$ cat src/hw/rtl/dnsar_pkg.sv
// ---------------------------------------------------------------------------
// dnsar_pkg
// Shared types and constants of the DNS A-record reply parser.
// ---------------------------------------------------------------------------
`default_nettype none

package dnsar_pkg;

    // parameter default
    localparam int MAX_RECORDS_DEF = 8;

    // output queue
    localparam int FIFO_DEPTH = 4;
    localparam int FIFO_AW    = $clog2(FIFO_DEPTH);
    localparam int FIFO_CW    = $clog2(FIFO_DEPTH + 1);

    // register map
    localparam logic REG_EXPECTED_ID = 1'b0;
    localparam logic REG_MAX_RECORDS = 1'b1;
    localparam logic [3:0] MAX_RECORDS_RST = 4'd8;

    // result word codes
    localparam logic KIND_ADDRESS = 1'b0;
    localparam logic KIND_STATUS  = 1'b1;

    localparam logic [1:0] STATUS_FOUND     = 2'd0;
    localparam logic [1:0] STATUS_EMPTY     = 2'd1;
    localparam logic [1:0] STATUS_MALFORMED = 2'd2;

    localparam logic [1:0] VERDICT_NONE  = 2'd0;
    localparam logic [1:0] VERDICT_EMPTY = 2'd1;

    // protocol constants
    localparam logic [3:0] HEADER_LAST   = 4'd11;
    localparam logic [3:0] QFIXED_LEN    = 4'd4;
    localparam logic [3:0] AFIXED_LEN    = 4'd10;
    localparam logic [3:0] AFIXED_RDLEN  = 4'd8;
    localparam logic [7:0] MAX_LABELS    = 8'd128;
    localparam logic [15:0] TYPE_A       = 16'd1;
    localparam logic [15:0] A_RDATA_LEN  = 16'd4;

    typedef struct packed {
        logic        kind;
        logic [31:0] address;
        logic [1:0]  status;
        logic [3:0]  record_count;
        logic        end_of_run;
    } result_t;

endpackage

`default_nettype wire

$ cat src/hw/rtl/dns_a_record_reply_parser_top.sv
// ---------------------------------------------------------------------------
// dns_a_record_reply_parser_top
// Byte-wide DNS reply parser that checks the header, skips questions and
// emits A-record addresses followed by a per-message status word.
// ---------------------------------------------------------------------------
// One reply byte is taken per clock while in_stall is low. The parse state is
// updated in the cycle a byte is accepted, and the words it causes (an address,
// a status, or both) go into a 4-entry output queue that drains one word per
// clock while out_stall is low. in_stall rises while the queue holds 3 or more
// words, so bytes flow at one per cycle as long as the output side keeps up; a
// byte that yields both an address and a status puts two words into the queue.
`default_nettype none

module dns_a_record_reply_parser_top
    import dnsar_pkg::*;
#(
    parameter int MAX_RECORDS = MAX_RECORDS_DEF
)(
    input  wire logic        clk,
    input  wire logic        rst_n,
    // configuration
    input  wire logic        psel,
    input  wire logic        penable,
    input  wire logic        pwrite,
    input  wire logic [2:0]  paddr,
    input  wire logic [31:0] pwdata,
    output logic [31:0]      prdata,
    output logic             pready,
    // input bytes
    input  wire logic        in_valid,
    output logic             in_stall,
    input  wire logic [7:0]  rx_byte,
    input  wire logic        final_byte,
    // result words
    output logic             out_valid,
    input  wire logic        out_stall,
    output logic             kind,
    output logic [31:0]      address,
    output logic [1:0]       status,
    output logic [3:0]       record_count,
    output logic             end_of_run
);

    typedef enum logic [2:0] {
        PH_HEADER,
        PH_QNAME,
        PH_QFIXED,
        PH_ANAME,
        PH_AFIXED,
        PH_RDATA,
        PH_DONE,
        PH_ERROR
    } phase_t;

    // configuration registers
    logic [15:0] expected_id_reg;
    logic [3:0]  max_records_reg;
    logic        cfg_wr;
    logic [3:0]  limit;

    assign pready = 1'b1;
    assign cfg_wr = psel && penable && pwrite;

    always_ff @(posedge clk or negedge rst_n)
    begin
        if (!rst_n)
        begin
            expected_id_reg <= '0;
            max_records_reg <= MAX_RECORDS_RST;
        end
        else if (cfg_wr)
        begin
            unique case (paddr[2])
                REG_EXPECTED_ID: expected_id_reg <= pwdata[15:0];
                REG_MAX_RECORDS: max_records_reg <= pwdata[3:0];
                default: ;
            endcase
        end
    end

    always_comb
    begin
        unique case (paddr[2])
            REG_EXPECTED_ID: prdata = {16'd0, expected_id_reg};
            REG_MAX_RECORDS: prdata = {28'd0, max_records_reg};
            default:         prdata = '0;
        endcase
    end

    assign limit = (32'(max_records_reg) > MAX_RECORDS) ? 4'(MAX_RECORDS)
                                                        : max_records_reg;

    // parse state
    phase_t      phase_reg,            phase_next;
    logic [3:0]  header_position_reg,  header_position_next;
    logic [7:0]  id_high_byte_reg,     id_high_byte_next;
    logic [15:0] questions_left_reg,   questions_left_next;
    logic [15:0] answers_left_reg,     answers_left_next;
    logic [7:0]  label_bytes_left_reg, label_bytes_left_next;
    logic [7:0]  label_steps_reg,      label_steps_next;
    logic        pointer_pending_reg,  pointer_pending_next;
    logic [3:0]  fixed_position_reg,   fixed_position_next;
    logic [15:0] record_type_reg,      record_type_next;
    logic [15:0] rdata_left_reg,       rdata_left_next;
    logic [31:0] address_shift_reg,    address_shift_next;
    logic [3:0]  found_count_reg,      found_count_next;
    logic [1:0]  verdict_reg,          verdict_next;

    // output queue
    result_t              fifo_mem [FIFO_DEPTH];
    logic [FIFO_AW-1:0]   wr_ptr_reg, wr_ptr_next;
    logic [FIFO_AW-1:0]   rd_ptr_reg, rd_ptr_next;
    logic [FIFO_CW-1:0]   count_reg,  count_next;

    logic    accept;
    logic    pop;
    logic    emit_addr;
    logic    name_end;
    logic    name_err;
    logic [1:0] push_n;
    logic [1:0] final_status;
    result_t addr_word;
    result_t status_word;

    assign in_stall = (count_reg > FIFO_CW'(FIFO_DEPTH - 2));
    assign accept   = in_valid && !in_stall;
    assign out_valid = (count_reg != '0);
    assign pop      = out_valid && !out_stall;

    function automatic phase_t after_answer(input logic [15:0] ans,
                                            input logic [3:0]  fc,
                                            input logic [3:0]  lim);
        if (ans == '0 || fc >= lim)
            return PH_DONE;
        else
            return PH_ANAME;
    endfunction

    always_comb
    begin
        phase_next            = phase_reg;
        header_position_next  = header_position_reg;
        id_high_byte_next     = id_high_byte_reg;
        questions_left_next   = questions_left_reg;
        answers_left_next     = answers_left_reg;
        label_bytes_left_next = label_bytes_left_reg;
        label_steps_next      = label_steps_reg;
        pointer_pending_next  = pointer_pending_reg;
        fixed_position_next   = fixed_position_reg;
        record_type_next      = record_type_reg;
        rdata_left_next       = rdata_left_reg;
        address_shift_next    = address_shift_reg;
        found_count_next      = found_count_reg;
        verdict_next          = verdict_reg;
        emit_addr             = 1'b0;
        name_end              = 1'b0;
        name_err              = 1'b0;
        final_status          = STATUS_MALFORMED;

        if (accept)
        begin
            unique case (phase_reg)
                PH_HEADER:
                begin
                    case (header_position_reg)
                        4'd0: id_high_byte_next = rx_byte;
                        4'd1:
                        begin
                            if ({id_high_byte_reg, rx_byte} != expected_id_reg)
                                phase_next = PH_ERROR;
                        end
                        4'd2:
                        begin
                            if (!rx_byte[7])
                                phase_next = PH_ERROR;
                        end
                        4'd3:
                        begin
                            if (rx_byte[3:0] != 4'd0)
                                verdict_next = VERDICT_EMPTY;
                        end
                        4'd4, 4'd5:
                            questions_left_next = {questions_left_reg[7:0], rx_byte};
                        4'd6, 4'd7:
                            answers_left_next = {answers_left_reg[7:0], rx_byte};
                        default: ;
                    endcase
                    if (phase_next == PH_HEADER)
                    begin
                        if (header_position_reg >= HEADER_LAST)
                        begin
                            if (verdict_next == VERDICT_EMPTY)
                                phase_next = PH_DONE;
                            else if (questions_left_next != '0)
                                phase_next = PH_QNAME;
                            else
                                phase_next = after_answer(answers_left_next,
                                                          found_count_reg, limit);
                        end
                        else
                        begin
                            header_position_next = header_position_reg + 4'd1;
                        end
                    end
                end
                PH_QNAME, PH_ANAME:
                begin
                    if (pointer_pending_reg)
                    begin
                        pointer_pending_next = 1'b0;
                        name_end = 1'b1;
                    end
                    else if (label_bytes_left_reg != '0)
                        label_bytes_left_next = label_bytes_left_reg - 8'd1;
                    else if (rx_byte == 8'd0)
                        name_end = 1'b1;
                    else if (rx_byte[7:6] == 2'b11)
                        pointer_pending_next = 1'b1;
                    else
                    begin
                        label_bytes_left_next = rx_byte;
                        label_steps_next = label_steps_reg + 8'd1;
                        name_err = (label_steps_reg >= MAX_LABELS);
                    end
                    if (name_err)
                        phase_next = PH_ERROR;
                    else if (name_end)
                    begin
                        fixed_position_next = '0;
                        phase_next = (phase_reg == PH_QNAME) ? PH_QFIXED : PH_AFIXED;
                    end
                end
                PH_QFIXED:
                begin
                    fixed_position_next = fixed_position_reg + 4'd1;
                    if (fixed_position_next >= QFIXED_LEN)
                    begin
                        questions_left_next = questions_left_reg - 16'd1;
                        if (questions_left_next != '0)
                            phase_next = PH_QNAME;
                        else
                            phase_next = after_answer(answers_left_reg,
                                                      found_count_reg, limit);
                    end
                end
                PH_AFIXED:
                begin
                    if (fixed_position_reg < 4'd2)
                        record_type_next = {record_type_reg[7:0], rx_byte};
                    else if (fixed_position_reg >= AFIXED_RDLEN)
                        rdata_left_next = {rdata_left_reg[7:0], rx_byte};
                    fixed_position_next = fixed_position_reg + 4'd1;
                    if (fixed_position_next >= AFIXED_LEN)
                    begin
                        if (record_type_next != TYPE_A || rdata_left_next != A_RDATA_LEN)
                            record_type_next = '0;
                        address_shift_next = '0;
                        if (rdata_left_next == '0)
                        begin
                            answers_left_next = answers_left_reg - 16'd1;
                            phase_next = after_answer(answers_left_next,
                                                      found_count_reg, limit);
                        end
                        else
                            phase_next = PH_RDATA;
                    end
                end
                PH_RDATA:
                begin
                    address_shift_next = {address_shift_reg[23:0], rx_byte};
                    rdata_left_next = rdata_left_reg - 16'd1;
                    if (rdata_left_next == '0)
                    begin
                        if (record_type_reg == TYPE_A)
                        begin
                            found_count_next = found_count_reg + 4'd1;
                            emit_addr = 1'b1;
                        end
                        answers_left_next = answers_left_reg - 16'd1;
                        phase_next = after_answer(answers_left_next,
                                                  found_count_next, limit);
                    end
                end
                default: ;
            endcase

            // a fresh name starts with clean label tracking
            if ((phase_next == PH_QNAME || phase_next == PH_ANAME) &&
                phase_next != phase_reg)
            begin
                label_bytes_left_next = '0;
                label_steps_next      = '0;
                pointer_pending_next  = 1'b0;
            end
        end

        if (phase_next != PH_DONE)
            final_status = STATUS_MALFORMED;
        else if (verdict_next == VERDICT_EMPTY)
            final_status = STATUS_EMPTY;
        else if (found_count_next != '0)
            final_status = STATUS_FOUND;
        else
            final_status = STATUS_EMPTY;

        addr_word.kind         = KIND_ADDRESS;
        addr_word.address      = address_shift_next;
        addr_word.status       = STATUS_FOUND;
        addr_word.record_count = found_count_next;
        addr_word.end_of_run   = !final_byte;

        status_word.kind         = KIND_STATUS;
        status_word.address      = '0;
        status_word.status       = final_status;
        status_word.record_count = found_count_next;
        status_word.end_of_run   = 1'b1;

        // message end returns the parser to its starting point
        if (accept && final_byte)
        begin
            phase_next            = PH_HEADER;
            header_position_next  = '0;
            id_high_byte_next     = '0;
            questions_left_next   = '0;
            answers_left_next     = '0;
            label_bytes_left_next = '0;
            label_steps_next      = '0;
            pointer_pending_next  = 1'b0;
            fixed_position_next   = '0;
            record_type_next      = '0;
            rdata_left_next       = '0;
            address_shift_next    = '0;
            found_count_next      = '0;
            verdict_next          = VERDICT_NONE;
        end
    end

    always_comb
    begin
        push_n      = {1'b0, emit_addr} + {1'b0, accept && final_byte};
        wr_ptr_next = wr_ptr_reg + FIFO_AW'(push_n);
        rd_ptr_next = rd_ptr_reg + FIFO_AW'(pop);
        count_next  = count_reg + FIFO_CW'(push_n) - FIFO_CW'(pop);
    end

    always_ff @(posedge clk or negedge rst_n)
    begin
        if (!rst_n)
        begin
            phase_reg            <= PH_HEADER;
            header_position_reg  <= '0;
            id_high_byte_reg     <= '0;
            questions_left_reg   <= '0;
            answers_left_reg     <= '0;
            label_bytes_left_reg <= '0;
            label_steps_reg      <= '0;
            pointer_pending_reg  <= 1'b0;
            fixed_position_reg   <= '0;
            record_type_reg      <= '0;
            rdata_left_reg       <= '0;
            address_shift_reg    <= '0;
            found_count_reg      <= '0;
            verdict_reg          <= VERDICT_NONE;
            wr_ptr_reg           <= '0;
            rd_ptr_reg           <= '0;
            count_reg            <= '0;
        end
        else
        begin
            phase_reg            <= phase_next;
            header_position_reg  <= header_position_next;
            id_high_byte_reg     <= id_high_byte_next;
            questions_left_reg   <= questions_left_next;
            answers_left_reg     <= answers_left_next;
            label_bytes_left_reg <= label_bytes_left_next;
            label_steps_reg      <= label_steps_next;
            pointer_pending_reg  <= pointer_pending_next;
            fixed_position_reg   <= fixed_position_next;
            record_type_reg      <= record_type_next;
            rdata_left_reg       <= rdata_left_next;
            address_shift_reg    <= address_shift_next;
            found_count_reg      <= found_count_next;
            verdict_reg          <= verdict_next;
            wr_ptr_reg           <= wr_ptr_next;
            rd_ptr_reg           <= rd_ptr_next;
            count_reg            <= count_next;
        end
    end

    // queue payload, an address word goes ahead of the status word
    always_ff @(posedge clk)
    begin
        if (emit_addr)
        begin
            fifo_mem[wr_ptr_reg] <= addr_word;
            if (accept && final_byte)
                fifo_mem[wr_ptr_reg + FIFO_AW'(1)] <= status_word;
        end
        else if (accept && final_byte)
            fifo_mem[wr_ptr_reg] <= status_word;
    end

    assign kind         = fifo_mem[rd_ptr_reg].kind;
    assign address      = fifo_mem[rd_ptr_reg].address;
    assign status       = fifo_mem[rd_ptr_reg].status;
    assign record_count = fifo_mem[rd_ptr_reg].record_count;
    assign end_of_run   = fifo_mem[rd_ptr_reg].end_of_run;

`ifndef NO_ASSERTIONS
    a_count_bound: assert property (@(posedge clk) disable iff (!rst_n)
        count_reg <= FIFO_CW'(FIFO_DEPTH))
        else $error("output queue overflow");

    a_final_clears: assert property (@(posedge clk) disable iff (!rst_n)
        accept && final_byte |=> phase_reg == PH_HEADER &&
            header_position_reg == '0 && found_count_reg == '0)
        else $error("parse state not cleared after message end");

    a_status_last: assert property (@(posedge clk) disable iff (!rst_n)
        out_valid && kind == KIND_STATUS |-> end_of_run && address == '0)
        else $error("status word malformed");

    a_addr_counted: assert property (@(posedge clk) disable iff (!rst_n)
        out_valid && kind == KIND_ADDRESS |-> record_count != '0 &&
            status == STATUS_FOUND)
        else $error("address word without record count");
`endif

endmodule

`default_nettype wire

$ cat config.mk
export PLATFORM = sky130hd
export DESIGN_NAME = dns_a_record_reply_parser_top
export DESIGN_NICKNAME = d
export VERILOG_FILES = /design/src/hw/rtl/dnsar_pkg.sv /design/src/hw/rtl/dns_a_record_reply_parser_top.sv
export SDC_FILE = /design/constraint.sdc
export NUM_CORES = 1
export LEC_CHECK = 0
export BUFFER_PORTS_ARGS = -buffer_cell sky130_fd_sc_hd__buf_2
export CORE_MARGIN = 3
export CORE_UTILIZATION = 40
export CTS_CLUSTER_DIAMETER = 120
export DETAILED_ROUTE_END_ITERATION = 8
export GPL_ROUTABILITY_DRIVEN = 0
export PLACE_DENSITY = 0.56
export SLEW_MARGIN = 20
export SYNTH_ARGS = -nofsm -noshare
export SYNTH_HDL_FRONTEND = slang
export SYNTH_SLANG_ARGS = --single-unit
$ cat constraint.sdc
create_clock -name clk -period 4.16 [get_ports clk]
set_clock_uncertainty 0.1 [all_clocks]
set_input_delay 1.04 -clock clk [delete_from_list [all_inputs] [get_ports clk]]
set_output_delay 1.04 -clock clk [all_outputs]
set_load 0.02 [all_outputs]
==> summary.log, run 1 <==
INFO  outcome        outcome=finished, final reports clean
INFO  floorplanning  die_y=210microns
INFO  synthesis      number_of_synthesized_register_bits=325
INFO  clock_tree     htree_depth=2
INFO  synthesis      asyncSetResetFlopFracSynth=50.8%
INFO  clock_tree     hold_buffers=0
INFO  layout         synthesis_to_finish_area_growth=17.9%
INFO  floorplanning  fp.coreArea=0.0410sqmm
INFO  setup_path     critical_path_required=4.52ns
INFO  synthesis      syn_area_per_cell=9.74squm
INFO  layout         finish.instance_area=0.0197sqmm
INFO  pwr            power_switching=4.81mW
INFO  grt            overall_global_routing_resource_usage=21.7%
INFO  layout         final_common_cell=nor2_1
INFO  grt            grt_max_degree=73
INFO  sta            worst_slack=0.142ns
INFO  clock_tree     sink_count_of_the_clock_tree=325
INFO  clock_tree     max-clock-path-buffers=3
INFO  clock_tree     clk_pin_slew_worst_paths=0.06ns
INFO  setup_path     setup.worst_path.class=register to register
INFO  route          routed_wl_per_cell=20.1microns
INFO  sta            min_period_over_period=96.6%
INFO  layout         drive_gt1_share=21.4%
INFO  sta            max_clock_freq=249MHz
INFO  layout         nets=1928
INFO  floorplanning  initial_core_utilization=40.7%
INFO  hold_path      class_of_the_tightest_hold_or_removal_check=register to register
INFO  synthesis      yosysUniqueCellTypes=84
INFO  job            maxCapViolCount=0
INFO  pwr            power_density=628mW/mm^2
INFO  synthesis      syn-instance-count=1715
INFO  floorplanning  die_w=210microns
INFO  grt            overflow=0
INFO  synthesis      edff_count_synth=24
INFO  setup_path     sort_of_element_at_the_end_of_the_critical_path=register
INFO  setup_path     r2r_slack=0.14ns
INFO  grt            number_of_antenna_violations_at_the_first_check_in_global_routing=0
INFO  pwr            power.static_leakage=8.39nW
INFO  route          firstDrtPassIters=5
INFO  placed_design  dp_hpwl=32.3mm
INFO  grt            via_count_of_the_first_global_routing_pass=13800
INFO  grt            first_pass_grt_wire_length=77.5mm
INFO  layout         num_antenna_cells=0
INFO  sta            final_hold_viol_count=0
INFO  layout         largest_reg_flops=160
INFO  pwr            intPower=7.56mW
INFO  sta            max_slew.worst_pin.slew=1.00ns
INFO  sta            timing.slew.headroom=33.0%
INFO  route          drt_iter0_drc=1033
INFO  clock_tree     cts_made_buffers=38
INFO  pwr            p_seq_share=35.4%
INFO  sta            timing_max_transition_violations_final=0
INFO  route          dr_total_vias=14100
INFO  route          post-route-drc-count=0
INFO  pwr            worst_ir_drop_vdd=0.000286V
INFO  placed_design  numPortBuffers=90
INFO  pwr            clock_power_share=26.4%
INFO  route          post_detailed_route_count_of_antenna_violating_nets=0
INFO  route          vias_per_cell=5.87
INFO  pwr            swShare=38.9%
INFO  pwr            combinational_fraction_of_design_power=38.2%
INFO  clock_tree     tritoncts=built
INFO  sta            setup_tns=0ns
INFO  synthesis      synth_ff_type=dfrtp_1
INFO  floorplanning  design.portCount=126
INFO  placed_design  pre_cts_ws=-0.450ns
INFO  clock_tree     ctsRootBufferMaster=clkbuf_16
INFO  sta            fin_crit=4.02ns
INFO  floorplanning  row_count=74
INFO  setup_path     critical_path_arrival=4.38ns
INFO  clock_tree     clock_latency_at_the_later_pin_of_the_worst_skew_pair=0.57ns
INFO  setup_path     start_kind=register
INFO  route          routed_wirelength=48.5mm
INFO  synthesis      syn-cell-area=0.0167sqmm
INFO  synthesis      yosysWarnings=0
INFO  floorplanning  design.die.area=0.0442sqmm
INFO  placed_design  post_dp_cell_area=0.0183sqmm
INFO  synthesis      synth-seq-area-share=45.4%
INFO  sta            final_setup_fails=0
INFO  layout         layout.cells.most_common_list=175 x nor2_1, 161 x dfrtp_1, 147 x a22o_1
INFO  setup_path     critical_path.max_fanout=5
synthesized netlist by cell type, types with 5 or more instances:
library cell | instances | area share (%)
o2bb2ai_1 | 5 | 0.26
nand3b_1 | 7 | 0.31
mux2_2 | 28 | 1.9
inv_1 | 45 | 1.0
dfxtp_1 | 136 | 16
a22o_1 | 147 | 7.7
a41oi_1 | 5 | 0.26
nand2b_1 | 8 | 0.30
ha_1 | 31 | 2.3
dfrtp_1 | 164 | 25
a22oi_1 | 32 | 1.4
buf_2 | 7 | 0.21
o21ai_1 | 9 | 0.27
nand2_1 | 119 | 2.7
mux4_2 | 40 | 5.4
a21o_1 | 12 | 0.54
nor3_1 | 49 | 1.5
o31ai_1 | 12 | 0.54
nor2_1 | 182 | 4.1
xnor2_1 | 29 | 1.5
nand4_1 | 24 | 0.90
mux2i_1 | 10 | 0.60
and3_1 | 7 | 0.26
o22ai_1 | 7 | 0.26
and2_1 | 5 | 0.19
edfxtp_1 | 24 | 4.3
o221ai_1 | 6 | 0.31
o21ai_0 | 92 | 2.8
nor4b_1 | 5 | 0.26
a211oi_1 | 8 | 0.36
nor2b_1 | 28 | 1.0
a21oi_1 | 85 | 2.5
a31oi_1 | 13 | 0.49
xor2_1 | 12 | 0.63
clkbuf_1 | 108 | 2.4
nor4_1 | 22 | 0.82
nor3b_1 | 8 | 0.36
or4_1 | 6 | 0.27
o211ai_1 | 14 | 0.63
buf_4 | 18 | 0.81
or3_1 | 13 | 0.49
buf_1 | 16 | 0.36
nand3_1 | 40 | 1.2
cell type report:
cell class,instances,area (sq um)
Clock buffer,54,1020
Clock inverter,16,176
Fill cell,3861,21300
Inverter,45,171
Multi-Input combinational cell,1208,8510
Sequential cell,325,7580
Tap cell,532,666
Timing Repair Buffer,227,1570
kinds of logic (layout without fill, tap and decap cells):
group | after synthesis | in the layout | synth area share (%)
and+or+nand+nor | 540 | 540 | 15.7
AOI/OAI and AO/OA | 500 | 500 | 21.4
DFF | 325 | 325 | 45.4
buffers and inverters | 197 | 342 | 5.02
muxes | 78 | 78 | 7.88
xor gates and xnor gates | 41 | 41 | 2.15
adders and majority gates | 32 | 32 | 2.44
other | 2 | 17 | 0.0450
final timing paths:
path	start	to	cells past startpoint
max in group asynchronous	rst_n	answers_left_reg[12]	2
hold / removal	fifo_mem[2][18]	fifo_mem[2][18]	1
hold reg to reg	fifo_mem[2][18]	fifo_mem[2][18]	1
setup / recovery	record_type_reg[7]	label_bytes_left_reg[3]	19
min in group asynchronous	rst_n	rdata_left_reg[12]	1
setup reg to reg	record_type_reg[7]	label_bytes_left_reg[3]	19
what timing repair did:
item	in CTS	in global routing
resized for setup	4	30
setup endpoints to repair	24	129
pin swaps	0	21
setup buffers	0	4
stage by stage:
step | cells | utilization, % | power [mW] | hold slack [ns]
after floorplan | 1730 | - | 7.43 | 0.344
after global placement | 2333 | 44.6 | 8.95 | 0.356
after detailed placement | 2333 | 44.6 | 9.02 | 0.358
after CTS | 2403 | 47.6 | 12.4 | 0.376
after global routing | 2407 | 48.0 | 13.1 | 0.384
final | 2407 | 48.0 | 12.4 | 0.372
per-layer routing:
| layer | global-route usage, % | share of wire [%] |
|---|---|---|
| met1 | 30.0 | 45 |
| met2 | 34.7 | 46 |
| met3 | 3.77 | 5.9 |
| met4 | 7.58 | 2.8 |
| met5 | 0 | 0 |
critical path: stages, from the launching register on:
cell       delay, ns
dfrtp_1         0.38
nor4_2          0.32
nand4_1         0.18
buf_6           0.18
buf_6           0.13
inv_4           0.06
nand2_2         0.05
nand2_2         0.09
ha_4            0.20
a21o_1          0.18
a21o_1          0.16
a21oi_2         0.14
buf_4           0.16
a21oi_2         0.06
a221o_1         0.26
or3_4           0.43
buf_6           0.14
o31a_1          0.29
a211o_1         0.29
o2bb2ai_1       0.11
power by group through the flow:
stage	combinational, mW	sequential, mW	clock [mW]
after floorplan	3.39	4.04	0
after global placement	4.54	4.41	0
after detailed placement	4.60	4.42	0
after CTS	4.63	4.37	3.36
after global routing	5.19	4.47	3.48
final	4.73	4.38	3.26
Note: power is estimated with default switching activity, not from simulation.
==> inputs of run 2 (changes only) <==
- PLACE_DENSITY: 0.56 -> 0.63
==> summary.log, run 2 (synthesis results as in run 1) <==
INFO  setup_path     sort_of_element_at_the_end_of_the_critical_path=register
INFO  sta            grt_setup_unrepaired=true
INFO  setup_path     buffers_plus_inverters_on_the_worst_setup_path=4 [-1]
INFO  sta            final_setup_fails=0 [unchanged]
INFO  setup_path     start_kind=register
INFO  setup_path     cp_cell_sequence=nor4_2 -> nand4_1 -> buf_4 -> xnor2_1 -> ha_1 -> nand2b_4 -> a21o_1 -> a21o_1 -> a21oi_2 -> buf_4 -> a21oi_1 -> a221o_1 -> or3_4 -> o31ai_4 -> buf_12 -> buf_4 -> nor4_1 -> a21o_1
INFO  clock_tree     clock_latency_at_the_later_pin_of_the_worst_skew_pair=0.56ns [about the same]
INFO  setup_path     critical_path_required=4.51ns [about the same]
INFO  setup_path     crit-reg2reg-launch=record_type_reg[8]
INFO  clock_tree     cts_made_buffers=37 [-2.6%]
INFO  setup_path     setup.worst_path.class=register to register
INFO  placed_design  placedCellCount=2319 [-0.60%]
INFO  clock_tree     sink_count_of_the_clock_tree=325 [unchanged]
INFO  route          dr_total_vias=14100 [-0.23%]
INFO  sta            whs=0.356ns [-0.0153 ns]
INFO  clock_tree     ctsRootBufferMaster=clkbuf_16
INFO  sta            final_hold_viol_count=0 [unchanged]
INFO  sta            max_clock_freq=250MHz [+0.29%]
INFO  layout         layout.cells.most_common_list=175 x nor2_1, 160 x dfrtp_1, 147 x a22o_1
INFO  sta            timing.slew.headroom=42.8% [+9.8 points]
INFO  setup_path     r2r-end=label_steps_reg[3]
INFO  layout         drive_gt1_share=20.6% [-0.79 points]
INFO  sta            timing_max_transition_violations_final=0 [unchanged]
INFO  layout         synthesis_to_finish_area_growth=17.7%
INFO  floorplanning  fp.coreArea=0.0410sqmm [unchanged]
INFO  route          drt_iter0_drc=1141 [+10%]
INFO  grt            grt_max_degree=73 [unchanged]
INFO  layout         nets=1909 [-0.99%]
INFO  job            maxCapViolCount=0 [unchanged]
INFO  clock_tree     clk_pin_slew_worst_paths=0.06ns [about the same]
INFO  setup_path     critical_path.top_delay_family=compound AO/OA/AOI/OAI gates
INFO  setup_path     crit_slowest_cell=or3_4
INFO  clock_tree     hold_buffers=0 [unchanged]
INFO  grt            number_of_antenna_violations_at_the_first_check_in_global_routing=1 [+1]
INFO  setup_path     critical_path_arrival=4.35ns [-0.03 ns]
INFO  clock_tree     max-clock-path-buffers=3 [unchanged]
INFO  placed_design  numPortBuffers=90 [unchanged]
INFO  pwr            power.static_leakage=8.35nW [-0.41%]
INFO  setup_path     timing_endpoint_of_the_critical_path=label_steps_reg[3]
INFO  sta            min_period_over_period=96.3% [-0.28 points]
INFO  route          post-route-drc-count=0 [unchanged]
INFO  setup_path     worstSetupPathDepth=18 [-1]
INFO  layout         final_common_cell=nor2_1
INFO  grt            overall_global_routing_resource_usage=21.1% [-0.61 points]
INFO  setup_path     startpoint=record_type_reg[8]
INFO  outcome        outcome=finished, final reports clean
INFO  pwr            power_density=641mW/mm^2 [+2.0%]
INFO  floorplanning  initial_core_utilization=40.7% [unchanged]
INFO  grt            via_count_of_the_first_global_routing_pass=13800 [-0.25%]
INFO  placed_design  dp_hpwl=31.3mm [-3.3%]
INFO  floorplanning  design.portCount=126 [unchanged]
INFO  floorplanning  row_count=74 [unchanged]
INFO  sta            fin_crit=4.01ns [-0.0117 ns]
INFO  clock_tree     htree_depth=2 [unchanged]
INFO  floorplanning  design.die.area=0.0442sqmm [unchanged]
INFO  route          vias_per_cell=5.90 [+0.60%]
INFO  floorplanning  die_y=210microns [unchanged]
INFO  clock_tree     tritoncts=built
INFO  setup_path     r2r_slack=0.15ns [about the same]
INFO  route          routed_wirelength=47.2mm [-2.6%]
INFO  setup_path     critical_path.max_fanout=6 [+1]
INFO  layout         num_antenna_cells=0 [unchanged]
INFO  route          firstDrtPassIters=5 [unchanged]
INFO  sta            max_slew.worst_pin.slew=0.853ns [-0.152 ns]
INFO  sta            setup_tns=0ns [unchanged]
INFO  grt            overflow=0 [unchanged]
INFO  setup_path     rr_worst_depth=18 [-1]
INFO  pwr            worst_ir_drop_vdd=0.000250V [-13%]
INFO  route          post_detailed_route_count_of_antenna_violating_nets=0 [unchanged]
INFO  floorplanning  die_w=210microns [unchanged]
INFO  grt            first_pass_grt_wire_length=75.8mm [-2.1%]
INFO  route          routed_wl_per_cell=19.8microns [-1.8%]
INFO  hold_path      class_of_the_tightest_hold_or_removal_check=primary input to async pin
INFO  layout         final_util=47.9% [-0.091 points]
INFO  layout         post_layout_nonfiller_instances=2387 [-0.83%]
INFO  layout         largest_reg_flops=160 [unchanged]
INFO  setup_path     crit_path_max_incr_delay=0.46ns [+0.03 ns]
[run 2: cell types whose count changed in the layout (fill, tap and decap cells not counted), moves of 3 or more]
cell | previous run | this run
buf_4 | 125 | 112
buf_6 | 9 | 2
clkbuf_1 | 15 | 8
clkbuf_16 | 38 | 41
clkbuf_8 | 1 | 8
clkinv_2 | 9 | 5
xnor2_1 | 25 | 29
xnor2_2 | 4 | 0
[run 2: worst min path at each step]
stage,startpoint,end,slack [ns],cells after the start
3_5_place_dp,fifo_mem[3][12],fifo_mem[3][12],0.36,1
6_report,rst_n,rdata_left_reg[11],0.36,1
2_1_floorplan,fifo_mem[3][13],fifo_mem[3][13],0.34,1
5_1_grt,rst_n,rdata_left_reg[11],0.38,1
4_1_cts,rst_n,rdata_left_reg[11],0.36,1
3_3_place_gp,fifo_mem[3][34],fifo_mem[3][34],0.36,1
[run 2: cell type report]
type                    count  area, sq um
well taps                 532          666
inverters                  45          169
flip-flops and latches    325         7580
multi-input cells        1208         8470
repair buffers            209         1430
fillers                  3779        21400
clock buffers              56         1140
clock inverters            12          188
[run 2: timing repair]
action	in CTS	in global routing
buffers inserted	0	1
setup endpoints to repair	25	26
resized for setup	5	16
pin swaps	1	11
cloned	0	1
[run 2: report_power, final]
part,leakage [nW],switching (mW),internal (mW),total (mW)
registers,3.53,0.674,3.70,4.37
logic,4.17,2.70,2.00,4.70
clock network,0.657,1.36,2.16,3.52
[run 2: per-stage QoR]
stage	area (sq um)	total power [mW]	setup slack [ns]
final	19700	12.6	0.153
after CTS	19600	12.5	0.0263
after global placement	18200	8.86	-0.524
after detailed placement	18200	8.94	-0.583
after floorplan	16800	7.43	0.0689
after global routing	19700	13.3	-0.0313
[run 2: per-layer routing]
layer  routed length [microns]  track usage, %  share of wire, %  vias up
li1                          -               -                 -     6573
met4                      1430            7.30               3.0        2
met5                         7               0             0.015        -
met2                     22200            34.6                47      410
met1                     20800            28.3                44     7032
met3                      2780            3.88               5.9       77
